--- config.mk ---
export PLATFORM = sky130hd
export DESIGN_NAME = base64_codec_unit
export DESIGN_NICKNAME = d
export VERILOG_FILES = /design/src/design/b64_pkg.sv /design/src/design/base64_codec_unit.sv /design/src/design/b64_front.sv /design/src/design/b64_queue.sv /design/src/design/b64_back.sv
export SDC_FILE = /design/constraint.sdc
export NUM_CORES = 1
export LEC_CHECK = 0
export ABC_AREA = 0
export BUFFER_PORTS_ARGS = -buffer_cell sky130_fd_sc_hd__clkbuf_2
export CAP_MARGIN = 30
export CORE_ASPECT_RATIO = 0.5
export CORE_UTILIZATION = 37
export DETAILED_ROUTE_END_ITERATION = 10
export GPL_TIMING_DRIVEN = 0
export PLACE_DENSITY = 0.6
export SETUP_SLACK_MARGIN = 0.4
export SLEW_MARGIN = 25
export SYNTH_ARGS = -nofsm -noshare
export SYNTH_HDL_FRONTEND = slang
export SYNTH_HIERARCHICAL = 1
export SYNTH_SLANG_ARGS = --single-unit
--- constraint.sdc ---
create_clock -name i_clk -period 6.4 [get_ports i_clk]
set_input_delay 0 -clock i_clk [delete_from_list [all_inputs] [get_ports i_clk]]
set_output_delay 0 -clock i_clk [all_outputs]
set_load 0.02 [all_outputs]
--- src/design/b64_pkg.sv ---
// Shared types, codes and alphabet functions for the base64 codec.
// No dependencies; every other design file refers to this package by scoped names.

package b64_pkg;

    // Depth of the job queue between front and back
    localparam int QUEUE_DEPTH = 2;

    // Direction register codes
    localparam logic DIR_ENCODE = 1'b0;
    localparam logic DIR_DECODE = 1'b1;

    // Status codes carried on the output tuser
    localparam logic [1:0] ST_OK      = 2'd0;
    localparam logic [1:0] ST_SHORT   = 2'd1;
    localparam logic [1:0] ST_BADCHAR = 2'd2;

    localparam logic [7:0] PAD_CHAR = 8'h3D;

    // One job: up to four output words, index of the final word, status
    typedef struct packed {
        logic [3:0][7:0] bytes;
        logic [1:0]      last_idx;
        logic [1:0]      status;
    } t_job;

    // Queue status seen by front and back
    typedef struct packed {
        logic full;
        logic valid;
    } t_q_stat;

    // Decoded alphabet symbol
    typedef struct packed {
        logic       ok;
        logic [5:0] val;
    } t_sym;

    // Map a 6-bit value to its alphabet character
    function automatic logic [7:0] enc_char(input logic [5:0] v);
        logic [7:0] c;
        if (v < 6'd26) begin
            c = 8'(8'h41 + {2'b00, v});
        end else if (v < 6'd52) begin
            c = 8'(8'h61 + {2'b00, v} - 8'd26);
        end else if (v < 6'd62) begin
            c = 8'(8'h30 + {2'b00, v} - 8'd52);
        end else if (v == 6'd62) begin
            c = 8'h2B;
        end else begin
            c = 8'h2F;
        end
        return c;
    endfunction

    // Map a character to its 6-bit value; ok is low outside the alphabet
    function automatic t_sym dec_symbol(input logic [7:0] c);
        t_sym s;
        s.ok  = 1'b1;
        s.val = '0;
        if (c >= 8'h41 && c <= 8'h5A) begin
            s.val = 6'(c - 8'h41);
        end else if (c >= 8'h61 && c <= 8'h7A) begin
            s.val = 6'(c - 8'h61 + 8'd26);
        end else if (c >= 8'h30 && c <= 8'h39) begin
            s.val = 6'(c - 8'h30 + 8'd52);
        end else if (c == 8'h2B) begin
            s.val = 6'd62;
        end else if (c == 8'h2F) begin
            s.val = 6'd63;
        end else begin
            s.ok = 1'b0;
        end
        return s;
    endfunction

endpackage

--- src/design/base64_codec_unit.sv ---
// Top level of the streaming base64 codec (standard alphabet, '=' padding).
// Depends on b64_pkg, b64_front, b64_queue and b64_back.

// Write the direction bit (0 encode, 1 decode) while the stream is idle; a
// write also clears any partial group. The input side takes one word per cycle
// as long as the job queue between front and back has room, and the output
// side delivers one word per cycle from a registered stage while the receiver
// is ready. Decoding takes one character a cycle and gives up to three bytes
// per four characters; encoding gives four characters per three bytes, so the
// output port limits the sustained encode rate. A completed group passes
// through the job queue and then the output register. Errors (bad character,
// short stream) appear as one word with tlast set and the code on tuser.

module base64_codec_unit #(
    parameter int QUEUE_DEPTH = b64_pkg::QUEUE_DEPTH
) (
    input  logic       i_clk,
    input  logic       i_rst_n,
    input  logic       i_cfg_we,
    input  logic       i_cfg_wdata,
    input  logic       s_axis_tvalid,
    output logic       s_axis_tready,
    input  logic [7:0] s_axis_tdata,   // [7:0] in_byte
    input  logic       s_axis_tlast,
    output logic       m_axis_tvalid,
    input  logic       m_axis_tready,
    output logic [7:0] m_axis_tdata,   // [7:0] out_byte
    output logic       m_axis_tlast,
    output logic [1:0] m_axis_tuser    // [1:0] status
);

    logic             w_accept;
    logic             w_push;
    logic             w_pop;
    b64_pkg::t_job    w_job;
    b64_pkg::t_job    w_head;
    b64_pkg::t_q_stat w_stat;

    assign s_axis_tready = !w_stat.full;
    assign w_accept      = s_axis_tvalid && s_axis_tready;

    b64_front u_front (
        .i_clk       (i_clk),
        .i_rst_n     (i_rst_n),
        .i_cfg_we    (i_cfg_we),
        .i_cfg_wdata (i_cfg_wdata),
        .i_accept    (w_accept),
        .i_byte      (s_axis_tdata),
        .i_last      (s_axis_tlast),
        .o_push      (w_push),
        .o_job       (w_job)
    );

    b64_queue #(
        .DEPTH (QUEUE_DEPTH)
    ) u_queue (
        .i_clk   (i_clk),
        .i_rst_n (i_rst_n),
        .i_push  (w_push),
        .i_job   (w_job),
        .i_pop   (w_pop),
        .o_head  (w_head),
        .o_stat  (w_stat)
    );

    b64_back u_back (
        .i_clk         (i_clk),
        .i_rst_n       (i_rst_n),
        .i_head        (w_head),
        .i_stat        (w_stat),
        .o_pop         (w_pop),
        .m_axis_tready (m_axis_tready),
        .m_axis_tvalid (m_axis_tvalid),
        .m_axis_tdata  (m_axis_tdata),
        .m_axis_tlast  (m_axis_tlast),
        .m_axis_tuser  (m_axis_tuser)
    );

    // A job is never pushed into a full queue
    assert property (@(posedge i_clk) disable iff (!i_rst_n) w_push |-> !w_stat.full)
        else $error("job pushed into full queue");

    // A job is never popped from an empty queue
    assert property (@(posedge i_clk) disable iff (!i_rst_n) w_pop |-> w_stat.valid)
        else $error("job popped from empty queue");

    // An error word is always the final word of its job
    assert property (@(posedge i_clk) disable iff (!i_rst_n)
        (m_axis_tvalid && m_axis_tuser != b64_pkg::ST_OK) |-> m_axis_tlast)
        else $error("error word without tlast");

endmodule

--- src/design/b64_front.sv ---
// Front part of the base64 codec: accepts input words, keeps the group state
// and turns each completed group or error into a job. Depends on b64_pkg.

module b64_front (
    input  logic          i_clk,
    input  logic          i_rst_n,
    input  logic          i_cfg_we,
    input  logic          i_cfg_wdata,
    input  logic          i_accept,
    input  logic [7:0]    i_byte,
    input  logic          i_last,
    output logic          o_push,
    output b64_pkg::t_job o_job
);

    logic        r_dir;
    logic [23:0] r_group;
    logic [1:0]  r_fill;
    logic [1:0]  r_pad;
    logic [23:0] n_group;
    logic [1:0]  n_fill;
    logic [1:0]  n_pad;

    // Encode path signals
    logic [1:0]  w_f;
    logic [1:0]  w_f1;
    logic [23:0] w_egroup;
    // Decode path signals
    b64_pkg::t_sym w_sym;
    logic          w_is_pad;
    logic          w_bad;
    logic [23:0]   w_dgroup;
    logic [1:0]    w_fill1;
    logic [1:0]    w_pad1;
    logic [1:0]    w_padcap;

    // Work out the next group state and the job for this word
    always_comb begin
        n_group = r_group;
        n_fill  = r_fill;
        n_pad   = r_pad;
        o_push  = 1'b0;
        o_job   = '0;

        w_f = (r_fill > 2'd2) ? 2'd0 : r_fill;
        unique case (w_f)
            2'd0:    w_egroup = {i_byte, 16'h0000};
            2'd1:    w_egroup = r_group | {8'h00, i_byte, 8'h00};
            default: w_egroup = r_group | {16'h0000, i_byte};
        endcase
        w_f1 = 2'(w_f + 2'd1);

        w_is_pad = (i_byte == b64_pkg::PAD_CHAR);
        w_sym    = b64_pkg::dec_symbol(i_byte);
        w_bad    = w_is_pad ? (r_fill < 2'd2) : (!w_sym.ok || r_pad != 2'd0);
        w_dgroup = {r_group[17:0], (w_is_pad ? 6'd0 : w_sym.val)};
        w_fill1  = 2'(r_fill + 2'd1);
        w_pad1   = w_is_pad ? 2'(r_pad + 2'd1) : r_pad;
        w_padcap = (w_pad1 > 2'd2) ? 2'd2 : w_pad1;

        if (i_accept) begin
            if (r_dir == b64_pkg::DIR_ENCODE) begin
                if (w_f1 == 2'd3 || i_last) begin
                    // emit four characters, pad past the filled bytes
                    o_push         = 1'b1;
                    o_job.last_idx = 2'd3;
                    o_job.status   = b64_pkg::ST_OK;
                    o_job.bytes[0] = b64_pkg::enc_char(w_egroup[23:18]);
                    o_job.bytes[1] = b64_pkg::enc_char(w_egroup[17:12]);
                    o_job.bytes[2] = (w_f1 >= 2'd2) ? b64_pkg::enc_char(w_egroup[11:6])
                                                    : b64_pkg::PAD_CHAR;
                    o_job.bytes[3] = (w_f1 == 2'd3) ? b64_pkg::enc_char(w_egroup[5:0])
                                                    : b64_pkg::PAD_CHAR;
                    n_group = '0;
                    n_fill  = '0;
                    n_pad   = '0;
                end else begin
                    n_group = w_egroup;
                    n_fill  = w_f1;
                end
            end else begin
                priority if (w_bad) begin
                    o_push       = 1'b1;
                    o_job.status = b64_pkg::ST_BADCHAR;
                    n_group = '0;
                    n_fill  = '0;
                    n_pad   = '0;
                end else if (w_fill1 == 2'd0) begin
                    // full group: three bytes less one per pad
                    o_push         = 1'b1;
                    o_job.status   = b64_pkg::ST_OK;
                    o_job.last_idx = 2'(2'd2 - w_padcap);
                    o_job.bytes[0] = w_dgroup[23:16];
                    o_job.bytes[1] = w_dgroup[15:8];
                    o_job.bytes[2] = w_dgroup[7:0];
                    n_group = '0;
                    n_fill  = '0;
                    n_pad   = '0;
                end else if (i_last) begin
                    o_push       = 1'b1;
                    o_job.status = b64_pkg::ST_SHORT;
                    n_group = '0;
                    n_fill  = '0;
                    n_pad   = '0;
                end else begin
                    n_group = w_dgroup;
                    n_fill  = w_fill1;
                    n_pad   = w_pad1;
                end
            end
        end
    end

    // Hold direction and group state; a direction write clears the group
    always_ff @(posedge i_clk) begin
        if (!i_rst_n) begin
            r_dir   <= b64_pkg::DIR_ENCODE;
            r_group <= '0;
            r_fill  <= '0;
            r_pad   <= '0;
        end else if (i_cfg_we) begin
            r_dir   <= i_cfg_wdata;
            r_group <= '0;
            r_fill  <= '0;
            r_pad   <= '0;
        end else begin
            r_group <= n_group;
            r_fill  <= n_fill;
            r_pad   <= n_pad;
        end
    end

endmodule

--- src/design/b64_queue.sv ---
// Short job queue between the front and back parts of the base64 codec.
// Depends on b64_pkg for the job and status types.

module b64_queue #(
    parameter int DEPTH = b64_pkg::QUEUE_DEPTH
) (
    input  logic             i_clk,
    input  logic             i_rst_n,
    input  logic             i_push,
    input  b64_pkg::t_job    i_job,
    input  logic             i_pop,
    output b64_pkg::t_job    o_head,
    output b64_pkg::t_q_stat o_stat
);

    localparam int AW = (DEPTH > 1) ? $clog2(DEPTH) : 1;
    localparam int CW = $clog2(DEPTH + 1);

    b64_pkg::t_job r_mem [DEPTH];
    logic [AW-1:0] r_wr;
    logic [AW-1:0] r_rd;
    logic [CW-1:0] r_count;

    assign o_head       = r_mem[r_rd];
    assign o_stat.full  = (r_count == CW'(DEPTH));
    assign o_stat.valid = (r_count != '0);

    // Store pushed jobs
    always_ff @(posedge i_clk) begin
        if (i_push) begin
            r_mem[r_wr] <= i_job;
        end
    end

    // Advance pointers and count
    always_ff @(posedge i_clk) begin
        if (!i_rst_n) begin
            r_wr    <= '0;
            r_rd    <= '0;
            r_count <= '0;
        end else begin
            if (i_push) begin
                r_wr <= (r_wr == AW'(DEPTH - 1)) ? '0 : AW'(r_wr + 1'b1);
            end
            if (i_pop) begin
                r_rd <= (r_rd == AW'(DEPTH - 1)) ? '0 : AW'(r_rd + 1'b1);
            end
            if (i_push && !i_pop) begin
                r_count <= CW'(r_count + 1'b1);
            end else if (!i_push && i_pop) begin
                r_count <= CW'(r_count - 1'b1);
            end
        end
    end

endmodule

--- src/design/b64_back.sv ---
// Back part of the base64 codec: walks the head job one word per cycle, while
// the receiver is ready, into the registered output stream. Depends on b64_pkg.

module b64_back (
    input  logic             i_clk,
    input  logic             i_rst_n,
    input  b64_pkg::t_job    i_head,
    input  b64_pkg::t_q_stat i_stat,
    output logic             o_pop,
    input  logic             m_axis_tready,
    output logic             m_axis_tvalid,
    output logic [7:0]       m_axis_tdata,
    output logic             m_axis_tlast,
    output logic [1:0]       m_axis_tuser
);

    logic [1:0] r_idx;
    logic       r_valid;
    logic [7:0] r_data;
    logic       r_last;
    logic [1:0] r_user;
    logic       w_advance;
    logic       w_load;

    assign w_advance = !r_valid || m_axis_tready;
    assign w_load    = w_advance && i_stat.valid;
    assign o_pop     = w_load && (r_idx == i_head.last_idx);

    assign m_axis_tvalid = r_valid;
    assign m_axis_tdata  = r_data;
    assign m_axis_tlast  = r_last;
    assign m_axis_tuser  = r_user;

    // Load the next word of the head job when the output register frees up
    always_ff @(posedge i_clk) begin
        if (!i_rst_n) begin
            r_valid <= 1'b0;
            r_idx   <= '0;
        end else if (w_advance) begin
            r_valid <= i_stat.valid;
            if (w_load) begin
                r_idx <= o_pop ? 2'd0 : 2'(r_idx + 2'd1);
            end
        end
    end

    // Output payload
    always_ff @(posedge i_clk) begin
        if (w_load) begin
            r_data <= i_head.bytes[r_idx];
            r_last <= (r_idx == i_head.last_idx);
            r_user <= i_head.status;
        end
    end

endmodule

==> flow_metrics.py, run 1 <==
metrics = {
    "clock_network": {
        "cts_buffer_depth": 2,
        "cts_made_buffers": 17,
        "clock-sinks": 120,
        "htree_levels": 4,
        "cts_tree": "yes",
        "cts.repair.resized": 0,
        "clock_latency_ns": 0.42,
        "path_clk_slew_ns": 0.06,
        "root_buffer": "clkbuf_16",
    },
    "synth": {
        "ys.flop_type": "edfxtp_1",
        "synth_mux_area_frac": 0.0873,
        "synth.top_cell.area_share": 0.320,
        "yosys.area_share.simple": 0.152,
        "syn_inst": 793,
        "synth_compound_area_frac": 0.222,
        "netlist_area_mm2": 0.00778,
        "synth_seq_cells": 120,
        "yosysTopAreaCell": "edfxtp_1",
        "synth_top_family_by_area": "compound AO/OA/AOI/OAI gates",
        "synth-edff-count": 83,
        "synthAdderAreaFrac": 0.0514,
        "yosysWarnings": 6,
        "synth_xor_area_frac": 0.0201,
        "avgSynthCellArea_um2": 9.81,
        "synthesis.nets": 840,
        "synthTopCellsByArea": "edfxtp_1 32%, dfxtp_1 9.5%, mux2_2 5.5%",
        "synth_cell_type_count": 85,
        "async_flop_share": 0,
        "yosysSeqAreaShare": 0.415,
    },
    "route": {
        "initialDrtViolationCount": 714,
        "vias": 6643,
        "antenna_left": 0,
        "wirelength_um": 23200,
        "via_per_inst": 5.87,
        "drc": 2,
        "dr.pass1.iters": 8,
        "wl_per_cell_um": 20.5,
    },
    "worst_hold_path": {
        "min_path_cells": 3,
        "holdPathEnd": "u_front/r_pad[0]",
        "min_from": "i_cfg_we",
        "hold_class": "primary input to register",
    },
    "sta": {
        "rsz0062_at_grt": "false",
        "final.min_clock_period_ns": 4.15,
        "tightest_slew_ns": 0.932,
        "fin_skew_ns": 0.0107,
        "whs_ns": 0.0178,
        "timing.fmax_mhz": 241,
        "fin_crit_sh": 0.648,
        "finalMaxSlewViolations": 0,
        "relSlewSlack": 0.371,
        "tns_ns": 0,
        "finalSetupViolCount": 0,
        "finalHoldViolations": 0,
    },
    "floorplan": {
        "initial_core_util": 0.378,
        "die_width_um": 207,
        "core_mm2": 0.0206,
        "die_h_um": 105,
        "die-area_mm2": 0.0217,
        "fp-row-count": 37,
        "ios": 28,
    },
    "worst_setup_path": {
        "r2r-end": "u_queue/r_mem[1][13]",
        "slowest_stage": "o21ai_1",
        "crit_type": "register to register",
        "regToRegStartpoint": "u_front/r_fill[1]",
        "end_kind": "register",
        "start_kind": "register",
        "crit_required_ns": 6.56,
        "r2r_cells": 12,
        "worst_ep_arrival_time_ns": 4.31,
        "cp_cell_sequence": "ha_1 > buf_2 > buf_2 > nor2b_1 > o21ai_1 > inv_1 > ha_1 > a21o_1 > a21boi_0 > clkbuf_1 > a21oi_1 > a221oi_1",
        "cp.depth": 12,
        "ff2ff_setup_slack_ns": 2.25,
        "cpPeakStageDelay_ns": 0.59,
        "cpLargestDelayFamily": "compound AO/OA/AOI/OAI gates",
        "cp.buffers_inverters": 4,
        "crit_fanout": 10,
    },
    "global_route": {
        "antenna_found_initial": 0,
        "grt_pass1_wl_um": 35800,
        "overflow": 0,
        "grt_pass1_vias": 6123,
        "grt_max_degree": 29,
        "grt_usage": 0.217,
    },
    "pwr": {
        "p_per_area_mw_per_mm2": 328,
        "irDropWorstVdd_mv": 0.176,
        "power_leakage_nw": 3.26,
    },
    "final_layout": {
        "final_layout_size_suffix_gt1_frac": 0.194,
        "diodes": 0,
        "nets": 893,
        "finalNonFillerCells": 1132,
        "final_util": 0.434,
        "syn_to_final_growth_pct": 15.0,
        "final_area_mm2": 0.00895,
    },
    "outcome": {
        "violations": "design-rule violations",
        "status": "finished with violations",
    },
    "place": {
        "dp_cells": 1094,
        "io_buffers": 26,
        "place_hpwl_um": 17200,
        "post_dp_cell_area_mm2": 0.00831,
        "gp_congestion": 0.973,
    },
    "run": {
        "max_cap_viol_count": 0,
    },
}
==> worst min-delay path, stage by stage <==
cell and delay [ns]:
clkbuf_2 0.11, nand2b_1 0.21, nor2_1 0.07
==> registers in the layout, indices dropped and copies added (netlist names), named ones only <==
| name | count |
|---|---|
| u_queue/r_mem | 72 |
| u_front/r_group | 24 |
| u_back/m_axis_tdata | 8 |
| u_back/m_axis_tuser | 2 |
| u_back/r_idx | 2 |
| u_front/r_fill | 2 |
| u_front/r_pad | 2 |
| u_queue/r_count | 2 |
| u_back/m_axis_tlast | 1 |
| u_back/m_axis_tvalid | 1 |
| u_front/r_dir | 1 |
| u_queue/r_rd | 1 |
| u_queue/r_wr | 1 |
==> stage by stage <==
step	power, mW	setup WS, ns
after CTS	2.94	2.41
after detailed placement	2.00	2.44
final	2.94	2.25
after global placement	1.98	1.06
after floorplan	1.71	2.68
after global routing	3.07	1.99
==> timing repair <==
action	CTS	global route
endpoints found under the hold margin	5	0
setup buffers	0	0
hold buffers	6	0
==> power by group <==
group          internal [mW]  switching, mW  total, mW
clock network          0.555          0.384      0.939
registers              0.993         0.0519       1.05
logic                  0.373          0.581      0.954
==> how the worst max path moves through the flow <==
stage,slack (ns),end,from
after global placement,1.06,u_queue/r_mem[0][29],u_front/r_fill[1]
after detailed placement,2.44,u_queue/r_mem[0][13],u_front/r_fill[1]
after floorplan,2.68,u_queue/r_mem[0][0],u_front/r_fill[0]
after global routing,1.99,u_queue/r_mem[1][13],u_front/r_fill[1]
after CTS,2.41,u_queue/r_mem[1][13],u_front/r_fill[1]
final,2.25,u_queue/r_mem[1][13],u_front/r_fill[1]
==> cell usage after synthesis, types with 6 or more instances <==
cell type  count
mux2i_1        6
or2_2         10
xnor2_1       11
dfxtp_1       37
clkbuf_1      26
a31oi_1        7
nor4_1         9
buf_2         15
or3_1          7
buf_6          6
nand2b_1       6
and2_1        10
mux2_2        38
a21oi_1       59
nor3_1        21
o2bb2ai_1      7
nand3_1       13
o21ai_0       71
o21a_1         7
nor2_1        64
o211ai_1       7
nor2b_1       24
nand2_1       33
and3_1         9
inv_1         37
a22oi_1        9
ha_1          32
o21ai_1        7
edfxtp_1      83
==> layout by cell type (no fill, tap or decap), types with 9 or more instances in the layout <==
cell type	count
ha_1	32
buf_2	15
inv_1	37
or2_2	10
nand2_1	33
o21ai_0	71
nor3_1	21
a21oi_1	59
and3_1	9
nor2_1	64
xnor2_1	11
nor2b_1	23
nor4_1	9
nand3_1	13
mux2_2	38
clkbuf_16	17
a22oi_1	9
dfxtp_1	37
and2_1	9
clkbuf_2	27
clkbuf_1	26
edfxtp_1	83
==> cells by family (layout without fill, tap and decap cells) <==
family,Yosys count,count (layout)
muxes,52,52
and+or+nand+nor,229,229
adders and majority gates,32,32
DFF,120,120
AOI/OAI and AO/OA,254,254
buffers and inverters,89,155
xor gates and xnor gates,17,17
==> layout make-up <==
type                    count  area (µm²)
clock buffers              18         439
plain buffers              50         260
inverters                  39         146
clock inverters            14         139
fillers                  1918       11700
flip-flops and latches    120        3230
well taps                 273         342
repair buffers             34         238
multi-input cells         584        4150
==> layer usage <==
metal,global-route usage,part of all wire,vias up,wire (µm)
met5,0,0,-,0
met4,0.0549,0.012,0,286
met3,0.0451,0.086,31,2000
met2,0.326,0.43,334,10000
met1,0.316,0.47,3193,10800
li1,-,-,3085,-
(Power assumes the default switching activity.)
==> inputs of run 2 (changes only) <==
Settings changed: ABC_AREA 0 to 1.
Clock period 6.4 ns to 4.2 ns, I/O delays scaled along.
==> run 2 against run 1 <==
Largest cell class unchanged. Via count is 15% higher. Clock skew fell by 0.0047 ns. The run now ends clean. Setup slack lost 1.6 ns. Clock power rose by 58%.
==> flow_metrics.py, run 2 <==
metrics = {
    "synth": {
        "ys.flop_type": "edfxtp_1",
        "synth-edff-count": 83,
        "syn_inst": 1048,
        "yosysSeqAreaShare": 0.382,
        "yosysTopAreaCell": "edfxtp_1",
        "synth_most_common_cell": "nand2_1",
        "synth_cell_type_count": 48,
        "synthesis.nets": 1095,
        "synth_seq_cells": 120,
        "synth.top_cell.area_share": 0.294,
        "yosysWarnings": 6,
        "async_flop_share": 0,
        "netlist_area_mm2": 0.00847,
        "avgSynthCellArea_um2": 8.08,
        "synthTopCellsByArea": "edfxtp_1 29%, nand2_1 9.2%, dfxtp_1 8.7%",
        "synthTopCellsByCount": "208 x nand2_1, 102 x inv_1, 91 x nor2_1",
    },
    "route": {
        "antenna_left": 0,
        "drc": 0,
        "via_per_inst": 5.40,
        "initialDrtViolationCount": 869,
        "wl_per_cell_um": 17.9,
        "dr.pass1.iters": 7,
        "wirelength_um": 25300,
        "vias": 7629,
    },
    "place": {
        "pre_cts_ws_ns": 0.720,
        "io_buffers": 25,
        "place_hpwl_um": 19000,
        "gp_congestion": 0.989,
    },
    "sta": {
        "relSlewSlack": 0.512,
        "finalSetupViolCount": 0,
        "rsz0062_at_grt": "false",
        "finalHoldViolations": 0,
        "final.min_clock_period_ns": 3.50,
        "tightest_slew_ns": 0.728,
        "tns_ns": 0,
        "fin_ws_ns": 0.700,
        "fin_crit_sh": 0.833,
        "fin_skew_ns": 0.00601,
        "finalMaxSlewViolations": 0,
        "timing.fmax_mhz": 286,
        "whs_ns": 0.0335,
    },
    "worst_setup_path": {
        "ff2ff_setup_slack_ns": 0.70,
        "crit_required_ns": 4.32,
        "cp_cell_sequence": "inv_1 > nor2_1 > nor2_2 > clkbuf_1 > inv_1 > nor2_1 > nor2_1 > a21oi_1 > inv_1 > nor2_4 > buf_16",
        "worst_ep_arrival_time_ns": 3.62,
        "slowest_stage": "a21oi_1",
        "start_kind": "register",
        "cpPeakStageDelay_ns": 0.58,
        "cp.buffers_inverters": 5,
        "crit_type": "register to register",
        "end_kind": "register",
        "crit_fanout": 21,
        "cpLargestDelayFamily": "simple AND/OR/NAND/NOR gates",
    },
    "pwr": {
        "p_per_area_mw_per_mm2": 458,
        "power_leakage_nw": 3.99,
        "irDropWorstVdd_mv": 0.293,
    },
    "final_layout": {
        "num-fill-cells": 2209,
        "final_util": 0.439,
        "final_cell_mix": "208 x nand2_1, 101 x inv_1, 90 x nor2_1",
        "final_layout_size_suffix_gt1_frac": 0.173,
        "diodes": 0,
        "largest_reg_flops": 72,
        "syn_to_final_growth_pct": 14.3,
        "final_common_cell": "nand2_1",
        "nets": 1147,
        "largest-register": "u_queue/r_mem",
    },
    "clock_network": {
        "clock-sinks": 120,
        "cts_made_buffers": 17,
        "path_clk_slew_ns": 0.05,
        "htree_levels": 4,
        "cts_buffer_depth": 2,
        "cts_tree": "yes",
        "clock_latency_ns": 0.42,
        "cts.repair.resized": 0,
        "root_buffer": "clkbuf_16",
    },
    "global_route": {
        "grt_usage": 0.218,
        "overflow": 0,
        "grt_pass1_wl_um": 38900,
        "grt_pass1_vias": 6948,
        "grt_max_degree": 29,
        "antenna_found_initial": 0,
    },
    "outcome": {
        "status": "finished, final reports clean",
    },
    "floorplan": {
        "die-area_mm2": 0.0235,
        "die_width_um": 216,
        "fp-row-count": 38,
        "ios": 28,
        "die_h_um": 109,
        "core_mm2": 0.0221,
        "initial_core_util": 0.384,
    },
    "run": {
        "max_cap_viol_count": 0,
    },
    "worst_hold_path": {
        "hold_class": "primary input to register",
    },
}
[run 2: layout make-up]
type	count	area, µm²	share of cell area
buffer	44	347	0.0358
clock inverter	11	148	0.0153
sequential	120	3230	0.334
inverter	121	457	0.0472
tap	300	375	0.0388
clock buffer	21	450	0.0465
multi-input combinational	763	4440	0.458
timing repair buffer	33	233	0.0240
[run 2: tightest hold or removal path, cell delays in order]
cell and delay (ns):
clkbuf_2 0.15, nor3_1 0.07, a21oi_1 0.14, nor2_1 0.04
[run 2: worst paths after layout]
path	from	end	cells past startpoint
worst max-delay path	u_queue/r_count[1]	u_queue/r_mem[0][31]	11
worst min-delay path	s_axis_tlast	u_front/r_fill[0]	4
worst min register to register	u_front/r_pad[0]	u_front/r_pad[0]	2
worst max register to register	u_queue/r_count[1]	u_queue/r_mem[0][31]	11
[run 2: through the flow]
stage                     power (mW)  instances  cell area, µm²
after global placement          2.92       1373            8970
final                           4.43       1413            9680
after global routing            4.64       1413            9680
after floorplan                 2.56       1048            8470
after CTS                       4.45       1413            9680
after detailed placement        2.96       1375            9020
[run 2: logic make-up (layout without fill, tap and decap cells)]
| group | after synthesis | count (layout) | synth area share |
|---|---|---|---|
| xor+xnor | 26 | 26 | 0.0269 |
| mux | 36 | 36 | 0.0612 |
| flops | 120 | 120 | 0.382 |
| buf+inv | 165 | 230 | 0.0949 |
| simple gates | 458 | 458 | 0.242 |
| fa+ha+maj | 32 | 32 | 0.0473 |
| compound gates | 211 | 211 | 0.146 |
[run 2: layer usage]
| metal | global-route usage | share of wire | routed length, µm | vias to the layer above |
|---|---|---|---|---|
| li1 | - | - | - | 3628 |
| met1 | 0.306 | 0.48 | 12100 | 3601 |
| met2 | 0.338 | 0.42 | 10700 | 343 |
| met3 | 0.0424 | 0.076 | 1930 | 57 |
| met4 | 0.0709 | 0.021 | 536 | 0 |
| met5 | 0 | 0 | 0 | - |
[run 2: power breakdown]
part           internal (mW)  switching [mW]
Combinational          0.514           0.891
Clock                  0.949           0.532
Sequential              1.48          0.0651
Total                   2.95            1.49
[run 2: repair_timing]
action,in CTS,in global routing
setup buffers,0,0
hold buffers,6,0
endpoints found under the hold margin,11,0
